`config.mk`:
```
export PLATFORM = sky130hd
export DESIGN_NAME = ansi_aware_text_clipper_core
export DESIGN_NICKNAME = d
export VERILOG_FILES = /design/src/rtl/actc_pkg.sv /design/src/rtl/actc_front.sv /design/src/rtl/actc_fifo.sv /design/src/rtl/actc_back.sv /design/src/rtl/ansi_aware_text_clipper_core.sv
export SDC_FILE = /design/constraint.sdc
export NUM_CORES = 1
export LEC_CHECK = 0
export BUFFER_PORTS_ARGS = -buffer_cell sky130_fd_sc_hd__buf_2
export CAP_MARGIN = 25
export CORE_UTILIZATION = 41
export CTS_CLUSTER_DIAMETER = 30
export DETAILED_ROUTE_END_ITERATION = 6
export GPL_TIMING_DRIVEN = 0
export PLACE_DENSITY_LB_ADDON = 0.2
export SYNTH_ARGS = -nofsm -noshare
export SYNTH_HDL_FRONTEND = slang
export SYNTH_SLANG_ARGS = --single-unit
export TNS_END_PERCENT = 20
```
`constraint.sdc`:
```
create_clock -name clk -period 31.8 [get_ports clk]
set_clock_uncertainty 0.1 [all_clocks]
set_input_delay 0 -clock clk [delete_from_list [all_inputs] [get_ports clk]]
set_output_delay 0 -clock clk [all_outputs]
set_load 0.02 [all_outputs]
```
`src/rtl/actc_pkg.sv`:
```
// Shared types, constants and the display width table of the ANSI-aware text clipper.
package actc_pkg;

  // Default column counter width and the reset column budget.
  localparam int COLUMN_BITS_DEF = 10;
  localparam int RESET_BUDGET    = 80;

  // Most bytes that one input byte can release.
  localparam int MAX_OUT = 4;

  // Escape tracking modes.
  localparam logic [2:0] ESC_PLAIN   = 3'd0;
  localparam logic [2:0] ESC_AFTER   = 3'd1;
  localparam logic [2:0] ESC_CSI     = 3'd2;
  localparam logic [2:0] ESC_OSC     = 3'd3;
  localparam logic [2:0] ESC_OSC_ESC = 3'd4;

  // Byte codes of interest.
  localparam logic [7:0] BYTE_ESC  = 8'h1B;
  localparam logic [7:0] BYTE_BEL  = 8'h07;
  localparam logic [7:0] BYTE_LBRK = 8'h5B;
  localparam logic [7:0] BYTE_RBRK = 8'h5D;
  localparam logic [7:0] BYTE_BSL  = 8'h5C;

  localparam logic [20:0] CP_REPLACEMENT = 21'h00FFFD;
  localparam logic [20:0] CP_MAX         = 21'h10FFFF;

  // One queue entry: the bytes kept for one input byte.
  typedef struct packed {
    logic [MAX_OUT-1:0][7:0] bytes;
    logic [2:0]              cnt;
    logic                    last;
  } entry_t;

  // Display width of a codepoint: 0, 1 or 2 columns.
  function automatic logic [1:0] cp_columns(logic [20:0] c);
    logic [1:0] w;
    w = 2'd1;
    if (c < 21'h20 || (c >= 21'h7F && c < 21'hA0)) begin
      w = 2'd0;
    end else if ((c >= 21'h0300 && c <= 21'h036F) || (c >= 21'h1AB0 && c <= 21'h1AFF) ||
                 (c >= 21'h1DC0 && c <= 21'h1DFF) || (c >= 21'h20D0 && c <= 21'h20FF) ||
                 (c >= 21'hFE00 && c <= 21'hFE0F) || (c >= 21'hFE20 && c <= 21'hFE2F) ||
                 (c >= 21'h200B && c <= 21'h200F) || c == 21'h2060 || c == 21'hFEFF) begin
      w = 2'd0;
    end else if ((c >= 21'h1100 && c <= 21'h115F) || (c >= 21'h2E80 && c <= 21'h303E) ||
                 (c >= 21'h3041 && c <= 21'h33FF) || (c >= 21'h3400 && c <= 21'h4DBF) ||
                 (c >= 21'h4E00 && c <= 21'h9FFF) || (c >= 21'hA000 && c <= 21'hA4CF) ||
                 (c >= 21'hA960 && c <= 21'hA97F) || (c >= 21'hAC00 && c <= 21'hD7A3) ||
                 (c >= 21'hF900 && c <= 21'hFAFF) || (c >= 21'hFE30 && c <= 21'hFE4F) ||
                 (c >= 21'hFF00 && c <= 21'hFF60) || (c >= 21'hFFE0 && c <= 21'hFFE6) ||
                 (c >= 21'h20000 && c <= 21'h2FFFD) ||
                 (c >= 21'h30000 && c <= 21'h3FFFD)) begin
      w = 2'd2;
    end
    return w;
  endfunction

endpackage

```
`src/rtl/actc_front.sv`:
```
// Front end: decodes UTF-8 and escapes, applies the column budget, queues kept bytes.
module actc_front #(
  parameter int COLUMN_BITS = actc_pkg::COLUMN_BITS_DEF
) (
  input  logic                   clk,
  input  logic                   rst_n,
  input  logic                   accept,
  input  logic [7:0]             in_byte,
  input  logic                   in_text_last,
  input  logic [COLUMN_BITS-1:0] max_cols,
  output logic                   push,
  output actc_pkg::entry_t       entry
);

  typedef struct packed {
    logic [COLUMN_BITS-1:0] cu;
    logic                   full;
    logic                   keep;
  } bud_t;

  // One unit against the budget: returns the new budget state and whether it is kept.
  function automatic bud_t put_unit(bud_t s, logic [1:0] w, logic [COLUMN_BITS-1:0] mx);
    bud_t r;
    logic [COLUMN_BITS:0] sum;
    r = s;
    r.keep = 1'b0;
    sum = {1'b0, s.cu} + {{(COLUMN_BITS-1){1'b0}}, w};
    if (!s.full) begin
      if (w != 2'd0 && sum > {1'b0, mx}) begin
        r.full = 1'b1;
      end else begin
        if (w != 2'd0) r.cu = sum[COLUMN_BITS-1:0];
        r.keep = 1'b1;
      end
    end
    return r;
  endfunction

  logic [COLUMN_BITS-1:0] cu_r, cu_nxt;
  logic                   full_r, full_nxt;
  logic [2:0]             esc_r, esc_nxt;
  logic [1:0]             pc_r, pc_nxt;
  logic [2:0]             sl_r, sl_nxt;
  logic [7:0]             pb_r [0:2];
  logic [7:0]             pb_nxt [0:2];

  logic [7:0]  ob [0:3];
  logic [2:0]  oc;
  bud_t        bs;
  logic        do_plain;
  logic        cont;
  logic [20:0] cp;
  logic        bad;
  logic        en;

  // Per-byte state update and collection of kept bytes.
  always_comb begin
    bs       = '{cu: cu_r, full: full_r, keep: 1'b0};
    esc_nxt  = esc_r;
    pc_nxt   = pc_r;
    sl_nxt   = sl_r;
    pb_nxt   = pb_r;
    oc       = 3'd0;
    do_plain = 1'b0;
    cont     = (in_byte[7:6] == 2'b10);
    cp       = '0;
    bad      = 1'b0;
    en       = (max_cols != '0);
    for (int k = 0; k < 4; k++) ob[k] = 8'h00;

    if (esc_r != actc_pkg::ESC_PLAIN) begin
      // Escape bytes pass whenever the budget is not zero.
      if (en) begin ob[oc[1:0]] = in_byte; oc = oc + 3'd1; end
      unique case (esc_r)
        actc_pkg::ESC_AFTER: begin
          esc_nxt = (in_byte == actc_pkg::BYTE_LBRK) ? actc_pkg::ESC_CSI :
                    (in_byte == actc_pkg::BYTE_RBRK) ? actc_pkg::ESC_OSC :
                    actc_pkg::ESC_PLAIN;
        end
        actc_pkg::ESC_CSI: begin
          if (in_byte >= 8'h40 && in_byte <= 8'h7E) esc_nxt = actc_pkg::ESC_PLAIN;
        end
        actc_pkg::ESC_OSC_ESC: begin
          esc_nxt = (in_byte == actc_pkg::BYTE_BSL) ? actc_pkg::ESC_PLAIN :
                    (in_byte == actc_pkg::BYTE_BEL) ? actc_pkg::ESC_PLAIN :
                    (in_byte == actc_pkg::BYTE_ESC) ? actc_pkg::ESC_OSC_ESC :
                    actc_pkg::ESC_OSC;
        end
        default: begin
          esc_nxt = (in_byte == actc_pkg::BYTE_BEL) ? actc_pkg::ESC_PLAIN :
                    (in_byte == actc_pkg::BYTE_ESC) ? actc_pkg::ESC_OSC_ESC :
                    actc_pkg::ESC_OSC;
        end
      endcase
    end else begin
      do_plain = 1'b1;
      if (pc_r != 2'd0) begin
        if (cont) begin
          do_plain = 1'b0;
          if ({1'b0, pc_r} + 3'd1 >= sl_r) begin
            // Sequence complete: decode, validate and measure.
            case (sl_r)
              3'd2:    cp = {10'd0, pb_r[0][4:0], in_byte[5:0]};
              3'd3:    cp = {5'd0, pb_r[0][3:0], pb_r[1][5:0], in_byte[5:0]};
              default: cp = {pb_r[0][2:0], pb_r[1][5:0], pb_r[2][5:0], in_byte[5:0]};
            endcase
            bad = (sl_r == 3'd2 && cp < 21'h80) || (sl_r == 3'd3 && cp < 21'h800) ||
                  (sl_r == 3'd4 && cp < 21'h10000) || cp > actc_pkg::CP_MAX ||
                  (cp >= 21'hD800 && cp <= 21'hDFFF);
            if (bad) cp = actc_pkg::CP_REPLACEMENT;
            bs = put_unit(bs, actc_pkg::cp_columns(cp), max_cols);
            if (bs.keep && en) begin
              for (int k = 0; k < 4; k++) begin
                if (k < pc_r) begin
                  ob[k] = pb_r[k];
                end else if (k == pc_r) begin
                  ob[k] = in_byte;
                end
              end
              oc = {1'b0, pc_r} + 3'd1;
            end
            pc_nxt = 2'd0;
            sl_nxt = 3'd0;
          end else begin
            case (pc_r)
              2'd1:    pb_nxt[1] = in_byte;
              default: pb_nxt[2] = in_byte;
            endcase
            pc_nxt = pc_r + 2'd1;
          end
        end else begin
          // Broken sequence: every held byte becomes its own unit.
          for (int k = 0; k < 3; k++) begin
            if (k < pc_r) begin
              bs = put_unit(bs, 2'd1, max_cols);
              if (bs.keep && en) begin ob[oc[1:0]] = pb_r[k]; oc = oc + 3'd1; end
            end
          end
          pc_nxt = 2'd0;
          sl_nxt = 3'd0;
        end
      end
      if (do_plain) begin
        if (in_byte == actc_pkg::BYTE_ESC) begin
          esc_nxt = actc_pkg::ESC_AFTER;
          if (en) begin ob[oc[1:0]] = in_byte; oc = oc + 3'd1; end
        end else if (!in_byte[7]) begin
          bs = put_unit(bs, actc_pkg::cp_columns({13'd0, in_byte}), max_cols);
          if (bs.keep && en) begin ob[oc[1:0]] = in_byte; oc = oc + 3'd1; end
        end else if (in_byte[7:5] == 3'b110 || in_byte[7:4] == 4'b1110 ||
                     in_byte[7:3] == 5'b11110) begin
          pb_nxt[0] = in_byte;
          pc_nxt    = 2'd1;
          sl_nxt    = (in_byte[7:5] == 3'b110) ? 3'd2 :
                      (in_byte[7:4] == 4'b1110) ? 3'd3 : 3'd4;
        end else begin
          bs = put_unit(bs, 2'd1, max_cols);
          if (bs.keep && en) begin ob[oc[1:0]] = in_byte; oc = oc + 3'd1; end
        end
      end
    end

    // End of text: flush a truncated sequence and return to the start state.
    if (in_text_last) begin
      for (int k = 0; k < 3; k++) begin
        if (k < pc_nxt) begin
          bs = put_unit(bs, 2'd1, max_cols);
          if (bs.keep && en) begin ob[oc[1:0]] = pb_nxt[k]; oc = oc + 3'd1; end
        end
      end
      pc_nxt  = 2'd0;
      sl_nxt  = 3'd0;
      bs.cu   = '0;
      bs.full = 1'b0;
      esc_nxt = actc_pkg::ESC_PLAIN;
    end

    cu_nxt   = bs.cu;
    full_nxt = bs.full;
  end

  // Queue entry for the back end.
  always_comb begin
    for (int k = 0; k < 4; k++) entry.bytes[k] = ob[k];
    entry.cnt  = oc;
    entry.last = in_text_last;
    push       = accept && (oc != 3'd0 || in_text_last);
  end

  // Control state.
  always_ff @(posedge clk) begin
    if (!rst_n) begin
      cu_r   <= '0;
      full_r <= 1'b0;
      esc_r  <= actc_pkg::ESC_PLAIN;
      pc_r   <= 2'd0;
      sl_r   <= 3'd0;
    end else if (accept) begin
      cu_r   <= cu_nxt;
      full_r <= full_nxt;
      esc_r  <= esc_nxt;
      pc_r   <= pc_nxt;
      sl_r   <= sl_nxt;
    end
  end

  // Held sequence bytes need no reset.
  always_ff @(posedge clk) begin
    if (accept) pb_r <= pb_nxt;
  end

endmodule

```
`src/rtl/actc_fifo.sv`:
```
// Two-entry queue between the front end and the back end.
module actc_fifo (
  input  logic             clk,
  input  logic             rst_n,
  input  logic             push,
  input  actc_pkg::entry_t wr_entry,
  input  logic             pop,
  output actc_pkg::entry_t rd_entry,
  output logic             full,
  output logic             empty
);

  actc_pkg::entry_t mem_r [0:1];
  logic             wp_r, rp_r;
  logic [1:0]       cnt_r;

  assign full     = (cnt_r == 2'd2);
  assign empty    = (cnt_r == 2'd0);
  assign rd_entry = mem_r[rp_r];

  // Pointers and fill count.
  always_ff @(posedge clk) begin
    if (!rst_n) begin
      wp_r  <= 1'b0;
      rp_r  <= 1'b0;
      cnt_r <= 2'd0;
    end else begin
      if (push) wp_r <= ~wp_r;
      if (pop)  rp_r <= ~rp_r;
      cnt_r <= cnt_r + {1'b0, push} - {1'b0, pop};
    end
  end

  // Entry storage.
  always_ff @(posedge clk) begin
    if (push) mem_r[wp_r] <= wr_entry;
  end

endmodule

```
`src/rtl/actc_back.sv`:
```
// Back end: splits each queue entry into output transactions behind an output register.
module actc_back (
  input  logic             clk,
  input  logic             rst_n,
  input  actc_pkg::entry_t head,
  input  logic             empty,
  output logic             pop,
  output logic             out_valid,
  input  logic             out_stall,
  output logic [7:0]       out_byte,
  output logic             out_byte_valid,
  output logic             out_run_last,
  output logic             out_text_end
);

  logic [1:0] beat_r;
  logic       ov_r;
  logic [7:0] ob_r;
  logic       bv_r, rl_r, te_r;
  logic       load;
  logic [2:0] nbeats;
  logic       last_beat;

  // A bare end marker is one beat.
  assign load      = !ov_r || !out_stall;
  assign nbeats    = (head.cnt == 3'd0) ? 3'd1 : head.cnt;
  assign last_beat = ({1'b0, beat_r} == nbeats - 3'd1);
  assign pop       = load && !empty && last_beat;

  // Beat counter within the head entry.
  always_ff @(posedge clk) begin
    if (!rst_n) begin
      beat_r <= 2'd0;
      ov_r   <= 1'b0;
    end else if (load) begin
      ov_r <= !empty;
      if (!empty) beat_r <= last_beat ? 2'd0 : beat_r + 2'd1;
    end
  end

  // Output payload register.
  always_ff @(posedge clk) begin
    if (load && !empty) begin
      ob_r <= (head.cnt == 3'd0) ? 8'h00 : head.bytes[beat_r];
      bv_r <= (head.cnt != 3'd0);
      rl_r <= last_beat;
      te_r <= last_beat && head.last;
    end
  end

  assign out_valid      = ov_r;
  assign out_byte       = ob_r;
  assign out_byte_valid = bv_r;
  assign out_run_last   = rl_r;
  assign out_text_end   = te_r;

endmodule

```
`src/rtl/ansi_aware_text_clipper_core.sv`:
```
// Top level of the ANSI-aware text clipper: front end, queue, back end and budget register.
//
// Channel | Direction | Handshake          | Payload
// in_     | input     | in_valid/in_stall  | in_byte, in_text_last
// out_    | output    | out_valid/out_stall| out_byte, out_byte_valid, out_run_last, out_text_end
// cfg_    | input     | cfg_valid/cfg_ready| cfg_max_columns
//
// One input byte is taken per cycle while the two-entry queue has room.
// An input byte that keeps n bytes (up to four) becomes n output transactions,
// so a burst of multi-byte results holds the input back while the queue is full.
// An accepted input transaction passes the queue and then the output register
// before out_valid rises for its first result; out_stall can hold it back.
// Synchronous active-low reset clears all control state and sets the budget to 80.
// cfg_ready is always high.
module ansi_aware_text_clipper_core #(
  parameter int COLUMN_BITS = actc_pkg::COLUMN_BITS_DEF
) (
  input  logic                   clk,
  input  logic                   rst_n,
  input  logic                   in_valid,
  output logic                   in_stall,
  input  logic [7:0]             in_byte,
  input  logic                   in_text_last,
  output logic                   out_valid,
  input  logic                   out_stall,
  output logic [7:0]             out_byte,
  output logic                   out_byte_valid,
  output logic                   out_run_last,
  output logic                   out_text_end,
  input  logic                   cfg_valid,
  output logic                   cfg_ready,
  input  logic [COLUMN_BITS-1:0] cfg_max_columns
);

  localparam logic [COLUMN_BITS-1:0] BUDGET_RST = COLUMN_BITS'(actc_pkg::RESET_BUDGET);

  logic [COLUMN_BITS-1:0] max_cols_r;
  logic                   accept;
  logic                   fifo_push, fifo_pop, fifo_full, fifo_empty;
  actc_pkg::entry_t       wr_entry, rd_entry;

  assign in_stall  = fifo_full;
  assign accept    = in_valid && !fifo_full;
  assign cfg_ready = 1'b1;

  // Column budget register.
  always_ff @(posedge clk) begin
    if (!rst_n) begin
      max_cols_r <= BUDGET_RST;
    end else if (cfg_valid && cfg_ready) begin
      max_cols_r <= cfg_max_columns;
    end
  end

  actc_front #(.COLUMN_BITS(COLUMN_BITS)) u_front (
    .clk          (clk),
    .rst_n        (rst_n),
    .accept       (accept),
    .in_byte      (in_byte),
    .in_text_last (in_text_last),
    .max_cols     (max_cols_r),
    .push         (fifo_push),
    .entry        (wr_entry)
  );

  actc_fifo u_fifo (
    .clk      (clk),
    .rst_n    (rst_n),
    .push     (fifo_push),
    .wr_entry (wr_entry),
    .pop      (fifo_pop),
    .rd_entry (rd_entry),
    .full     (fifo_full),
    .empty    (fifo_empty)
  );

  actc_back u_back (
    .clk            (clk),
    .rst_n          (rst_n),
    .head           (rd_entry),
    .empty          (fifo_empty),
    .pop            (fifo_pop),
    .out_valid      (out_valid),
    .out_stall      (out_stall),
    .out_byte       (out_byte),
    .out_byte_valid (out_byte_valid),
    .out_run_last   (out_run_last),
    .out_text_end   (out_text_end)
  );

  // A bare end marker always closes both the run and the text.
  a_marker_is_end: assert property (@(posedge clk) disable iff (!rst_n)
    out_valid && !out_byte_valid |-> out_text_end && out_run_last)
    else $error("end marker without end flags");

  // The end of a text is always the last result of its input byte.
  a_end_is_run_last: assert property (@(posedge clk) disable iff (!rst_n)
    out_valid && out_text_end |-> out_run_last)
    else $error("text end not on last result of run");

  // The queue is never written while full.
  a_no_overflow: assert property (@(posedge clk) disable iff (!rst_n)
    fifo_push |-> !fifo_full)
    else $error("queue overflow");

  // An entry is only retired when one is present.
  a_no_underflow: assert property (@(posedge clk) disable iff (!rst_n)
    fifo_pop |-> !fifo_empty)
    else $error("queue underflow");

endmodule
```
==> results of run 1 <==
## layout by cell type, fill, tap and decap left out, types with 72 or more instances in the layout
cell type / netlist / routed
o21ai_0: 144 / 144
nor2_1: 223 / 221
mux2i_1: 72 / 72
edfxtp_1: 107 / 107
ha_1: 132 / 132
nand2_1: 247 / 247
clkbuf_1: 110 / 110
inv_1: 75 / 75
a21oi_1: 152 / 152
xnor2_1: 85 / 85
## final cells by class
class                      instances  area [um^2]
multi-input combinational       1995        13600
clock inverter                    15          141
buffer                           150          642
clock buffer                      17          425
sequential                       144         3950
timing repair buffer              60          450
tap                              592          741
fill                            4517        24100
inverter                          80          300
## state kept, by name (all words and copies together), names as in the netlist, named ones only
register,count
max_cols_r,10
u_back.beat_r,2
u_back.out_byte,8
u_back.out_byte_valid,1
u_back.out_run_last,1
u_back.out_text_end,1
u_back.out_valid,1
u_fifo.cnt_r,2
u_fifo.mem_r,72
u_fifo.rp_r,1
u_fifo.wp_r,1
u_front.cu_r,10
u_front.esc_r,3
u_front.full_r,1
u_front.pb_r,24
u_front.pc_r,2
u_front.sl_r,3
## stage by stage
step           hold WS, ns  setup WS, ns  power (mW)
2_1_floorplan     -0.00113          9.52       0.555
3_5_place_dp         0.112          3.42       0.687
4_1_cts             0.0368          3.30       0.889
3_3_place_gp         0.103          3.29       0.676
6_report            0.0415          2.54       0.897
5_1_grt             0.0392         0.494       0.945
## per-layer routing
layer | vias up | wire length [um] | track usage [%]
li1 | 9163 | - | -
met1 | 9677 | 31200 | 42.3
met2 | 1208 | 35000 | 53.3
met3 | 251 | 6640 | 4.45
met4 | 0 | 4540 | 18.2
met5 | - | 0 | 0
## logic make-up after synthesis
family,count (synthesis),synth area share [%]
AOI/OAI and AO/OA,710,26.1
xor gates and xnor gates,102,4.92
adders and majority gates,133,9.06
buffers and inverters,230,5.11
DFF,144,21.4
muxes,124,8.10
other,1,0.0203
and+or+nand+nor,925,25.2
## path summary, 6_finish.rpt
kind,start,endpoint,slack (ns)
worst max-delay path,u_front.cu_r[8],u_fifo.mem_r[0][23],2.54
worst min register to register,u_back.out_valid,u_back.out_valid,0.40
worst max register to register,u_front.cu_r[8],u_fifo.mem_r[0][23],2.54
worst min-delay path,rst_n,u_front.esc_r[0],0.04
## repair_timing
| item | 4_1_cts | 5_1_grt |
|---|---|---|
| hold buffers | 15 | 0 |
| buffers inserted | 0 | 0 |
| hold endpoints to repair | 14 | 0 |
## critical path: cells and delay by family, from the launching register on
kind            cells  cell delay (ns)
compound gates     45            11.25
simple gates       34             7.57
fa+ha+maj          13             4.05
buf+inv            11             2.87
xor+xnor            9             1.88
mux                 2             0.95
flops               1             0.37
## report_power, final
group          internal, mW  switching [mW]  leakage, nW
Sequential            0.250          0.0191         1.32
Clock                 0.104          0.0955        0.273
Combinational         0.152           0.276         5.78
==> run_results.csv, run 1 <==
group,metric,value,unit
outcome,status,"finished clean",
routing,avgViaCountPerCell,6.65,
sta,maxSlewViolCount,0,
worst_setup_path,crit_required,31.95,ns
routing,drtPass1Iterations,6,
power_and_ir_drop,p_leak,7.37,nW
yosys,synthTopCellsByArea,"edfxtp_1 (17%), ha_1 (8.9%), nand2_1 (5.0%)",
yosys,synth.top_cells.by_count,"nand2_1 (247), nor2_1 (223), a21oi_1 (152)",
yosys,syn_avg_cell_area,7.79,um^2
place,placed_area,19500,um^2
routing,drt-initial-drc-count,2313,
floorplanning,coreArea,44300,um^2
yosys,synth_top_cell_by_area,"edfxtp_1",
yosys,syn_area,18500,um^2
yosys,synth_cells,2369,
min_path,holdPathStages,2,
floorplanning,ioPinCount,38,
sta,hold_violations,0,
grt,antenna_found_initial,0,
cts,cts_tree,"done",
place,port_buffers,34,
yosys,ys.flop_type,"edfxtp_1",
sta,finalCritPeriodShare,92.0,%
cts,insertion_delay,0.46,ns
grt,grt_max_degree,33,
flow_run,maxCapViolations,0,
worst_setup_path,crit_top_cell,"ha_1",
worst_setup_path,slowest_stage,"a41oi_1",
routing,drc,0,
floorplanning,die_area,45900,um^2
routing,vias,20300,
worst_setup_path,start_kind,"register",
cts,cts_max_level,4,
cts,cts_resized,0,
floorplanning,start_util,41.6,%
place,dp_hpwl,58900,um
sta,tightest_slew,1.01,ns
yosys,ys_ff_latch,144,
worst_setup_path,worst-setup-path-type,"register to register",
sta,timing.fmax,34.2,MHz
yosys,syn_nets,2526,
sta,min_period,29.26,ns
worst_setup_path,crit_arrival,29.42,ns
yosys,synth_top_area_share,17.4,%
final_layout,fin_cells,3053,
yosys,synth.distinct_cells,109,
cts,cts-root-buf,"clkbuf_16",
cts,cts.clk_slew.worst_paths,0.08,ns
floorplanning,std_cell_rows,77,
final_layout,syn_to_final_growth,9.67,%
cts,clock_path_buffers,2,
place,dp_cells,3004,
cts,cts.sinks,144,
place,place.gp.congestion,1.05,
final_layout,utilization,45.7,%
grt,grt_pass1_vias,19200,
sta,fin_setup_tns,0,ns
final_layout,nNetsFinal,2605,
yosys,post-synth-top-count-cell,"nand2_1",
worst_setup_path,rr_worst_depth,114,
min_path,hp-class,"input port to register",
sta,rsz0062_at_grt,"false",
sta,finalSetupViolCount,0,
worst_setup_path,crit_fanout,10,
cts,cts_made_buffers,17,
floorplanning,die_x,214,um
final_layout,diodes,0,
yosys,async_flop_share,0,%
floorplanning,die_h,214,um
routing,route.final.wire_length,77400,um
grt,grtUsageTotal,32.9,%
yosys,synth_edf_count,107,
power_and_ir_drop,irDropWorstVdd,34.1,uV
final_layout,final_cell_area,20200,um^2
grt,grt.overflow.total,0,
worst_setup_path,crit_path_max_incr_delay,0.83,ns
yosys,synth-warning-count,0,
routing,ant_nets,0,
worst_setup_path,worstSetupEndpointType,"register",
routing,drt-wirelength-per-cell,25.3,um
sta,relSlewSlack,31.9,%
final_layout,final_layout_size_suffix_gt1_share,8.66,%
power_and_ir_drop,pwr_density_cell,44.3,nW/um^2
grt,grt_pass1_wl,117000,um
yosys,yosysSeqAreaShare,21.4,%
(Power assumes the default switching activity.)
==> inputs of run 2 (changes only) <==
--- a/config.mk
+++ b/config.mk
@@ -5,6 +5,7 @@
 export SDC_FILE = /design/constraint.sdc
 export NUM_CORES = 1
 export LEC_CHECK = 0
+export ABC_AREA = 1
 export BUFFER_PORTS_ARGS = -buffer_cell sky130_fd_sc_hd__buf_2
 export CAP_MARGIN = 25
 export CORE_UTILIZATION = 41
==> run 2 against run 1 <==
The flow now finishes with violations (DRC). Non-clock buffer count decreased by 28. Sequential power increased by 8.2%. Clock-buffer cell count grew 1. First-iteration DRC count is 3.0% lower. Die area decreased by 1.2%. Utilization is 0.64 points higher. Clock power is 6% higher. Combinational power rose by 74%. Synthesized area decreased by 1.2%. Highest routed layer unchanged. Setup slack better by 7.3 ns. Sequential cell count unchanged. Fmax increased by 33%.
==> run_results.csv, run 2 <==
group,metric,value,unit
grt,antenna_found_initial,1,
yosys,synth_top_cell_by_area,"edfxtp_1",
yosys,syn_area,18200,um^2
final_layout,syn_to_final_growth,10.4,%
sta,tightest_slew,0.960,ns
cts,insertion_delay,0.46,ns
worst_setup_path,crit_path_max_incr_delay,0.57,ns
sta,hold_ws,0.117,ns
cts,cts_resized,0,
final_layout,largest_reg_flops,72,
cts,cts_max_level,4,
grt,grt_pass1_vias,19200,
floorplanning,die_h,213,um
power_and_ir_drop,power.total,1.25,mW
routing,ant_nets,0,
final_layout,regArea,3950,um^2
worst_setup_path,worst-setup-path-type,"register to register",
final_layout,nNetsFinal,3107,
yosys,synth.top_cells.by_count,"nand2_1 (723), inv_1 (333), nor2_1 (283)",
yosys,post-synth-top-count-cell,"nand2_1",
place,placed_area,19200,um^2
sta,maxSlewViolCount,0,
worst_setup_path,crit_arrival,22.02,ns
yosys,ys.flop_type,"edfxtp_1",
routing,route.final.wire_length,72200,um
cts,cts_tree,"done",
worst_setup_path,critPathLaunch,"u_front.cu_r[1]",
worst_setup_path,crit_fanout,23,
final_layout,utilization,46.3,%
power_and_ir_drop,combPwrFrac,59.7,%
worst_setup_path,rr_worst_depth,122,
grt,grt_max_degree,26,
grt,grtUsageTotal,31.7,%
grt,grt_pass1_wl,110000,um
place,place.gp.congestion,1.05,
yosys,async_flop_share,0,%
place,port_buffers,34,
power_and_ir_drop,seq_power_share,23.4,%
yosys,syn_avg_cell_area,6.37,um^2
power_and_ir_drop,switching_share,50.5,%
final_layout,nFillCells,4569,
worst_setup_path,crit_path_end,"u_fifo.mem_r[1][5]",
cts,postCtsSetupBuffers,0,
sta,hold_violations,0,
cts,cts.sinks,144,
power_and_ir_drop,p_clk_share,17.0,%
power_and_ir_drop,intPower,617,uW
yosys,syn_nets,3020,
sta,finalCritPeriodShare,69.1,%
yosys,synth_cells,2863,
yosys,yosysSeqAreaShare,21.7,%
power_and_ir_drop,p_switching,630,uW
final_layout,final_layout_size_suffix_gt1_share,9.38,%
cts,cts_made_buffers,17,
outcome,status,"finished with violations",
min_path,hp-class,"input port to register",
floorplanning,coreArea,43500,um^2
sta,min_period,21.98,ns
sta,finalSetupViolCount,0,
worst_setup_path,start_kind,"register",
cts,cts-root-buf,"clkbuf_16",
power_and_ir_drop,irDropWorstVdd,38.7,uV
floorplanning,die_area,45300,um^2
cts,clock_path_buffers,2,
sta,timing.fmax,45.5,MHz
final_layout,final_cell_mix,"nand2_1 (723), inv_1 (333), nor2_1 (282)",
routing,drt-initial-drc-count,2243,
floorplanning,start_util,42.0,%
final_layout,multi_input_area,12300,um^2
worst_setup_path,reg2reg_setup_slack,9.82,ns
worst_setup_path,r2r-start,"u_front.cu_r[1]",
routing,drt-wirelength-per-cell,20.3,um
yosys,ys_ff_latch,144,
sta,fin_setup_tns,0,ns
final_layout,final_common_cell,"nand2_1",
yosys,synth_edf_count,107,
grt,grt.overflow.total,0,
worst_setup_path,crit_cells,122,
power_and_ir_drop,pwr_density_cell,62.0,nW/um^2
place,dp_hpwl,56900,um
worst_setup_path,crit_required,31.85,ns
yosys,synth-warning-count,0,
cts,cts_hold_buf,28,
flow_run,maxCapViolations,0,
routing,drc,32,
sta,relSlewSlack,35.6,%
yosys,synthTopCellsByArea,"edfxtp_1 (18%), nand2_1 (15%), ha_1 (9.1%)",
routing,vias,20700,
routing,drtPass1Iterations,7,
yosys,synth.distinct_cells,64,
power_and_ir_drop,p_leak,9.19,nW
worst_setup_path,crit_family,"simple AND/OR/NAND/NOR gates",
floorplanning,ioPinCount,38,
routing,avgViaCountPerCell,5.83,
worst_setup_path,reg2reg_to,"u_fifo.mem_r[1][5]",
outcome,failed_checks,"DRC",
cts,cts.clk_slew.worst_paths,0.07,ns
sta,rsz0062_at_grt,"false",
worst_setup_path,slowest_stage,"dfxtp_1",
floorplanning,std_cell_rows,76,
floorplanning,die_x,213,um
worst_setup_path,worst-path-buf-inv,18,
final_layout,final_cell_area,20100,um^2
worst_setup_path,worstSetupEndpointType,"register",
final_layout,top_regs,"u_fifo.mem_r x72, u_front.pb_r x24",
yosys,synth_top_area_share,17.6,%
final_layout,regMostFlops,"u_fifo.mem_r",
worst_setup_path,crit_top_cell,"nand2_1",
## run 2: changes by cell type after synthesis, sizes merged, moves of 42 or more
cell	previous run	this run
xnor2	85	7
nor3	71	29
mux2i	74	5
nor2	226	320
nand3	73	175
nor2b	44	0
o21ai	150	305
inv	76	372
nand2	249	753
clkbuf	111	66
## run 2: worst min-delay path, stage by stage
cell	delay, ns
buf_2	0.13
inv_1	0.10
clkbuf_1	0.22
a21oi_1	0.16
## run 2: stage by stage
stage	setup WS, ns	instances
floorplan	12.88	2863
global placement	8.26	3482
detailed placement	10.17	3487
CTS	10.09	3547
global route	8.10	3549
finish	9.82	3549
## run 2: metal layers
| metal | vias up | routed length (um) | track usage [%] |
|---|---|---|---|
| li1 | 9895 | - | - |
| met1 | 9527 | 29200 | 39.2 |
| met2 | 1082 | 33400 | 53.1 |
| met3 | 203 | 5840 | 5.13 |
| met4 | 0 | 3680 | 16.2 |
| met5 | - | 0 | 0 |
## run 2: power by group through the flow
stage	Combinational [mW]	Clock (mW)	Sequential [mW]
2_1_floorplan	0.502	0	0.294
3_3_place_gp	0.703	0	0.295
3_5_place_dp	0.724	0	0.293
4_1_cts	0.730	0.214	0.290
5_1_grt	0.823	0.221	0.295
6_report	0.744	0.211	0.291
## run 2: how the worst min path moves through the flow
stage,startpoint,endpoint,cells after the start
6_report,cfg_valid,max_cols_r[9],4
5_1_grt,in_byte[5],u_front.sl_r[2],5
4_1_cts,cfg_valid,max_cols_r[9],4
3_5_place_dp,in_text_last,u_fifo.mem_r[0][0],1
3_3_place_gp,in_text_last,u_fifo.mem_r[1][0],1
2_1_floorplan,in_text_last,u_fifo.mem_r[0][0],0
## run 2: layout make-up
| type | instances | area share, % |
|---|---|---|
| clock buffer | 18 | 2.13 |
| timing repair buffer | 68 | 2.70 |
| sequential | 144 | 19.6 |
| clock inverter | 14 | 0.889 |
| inverter | 377 | 7.06 |
| antenna | 1 | 0.0124 |
| buffer | 114 | 2.92 |
| tap | 585 | 3.64 |
| multi-input combinational | 2228 | 61.0 |
## run 2: logic make-up (layout without fill, tap and decap cells)
group                      after synthesis  in the layout  synth area share (%)
muxes                                    5              5                 0.275
AOI/OAI and AO/OA                      669            669                  21.6
and+or+nand+nor                       1359           1359                  33.1
buffers and inverters                  491            591                  11.0
DFF                                    144            144                  21.7
xor gates and xnor gates                61             61                  3.09
other                                    1              2                0.0206
adders and majority gates              133            133                  9.17
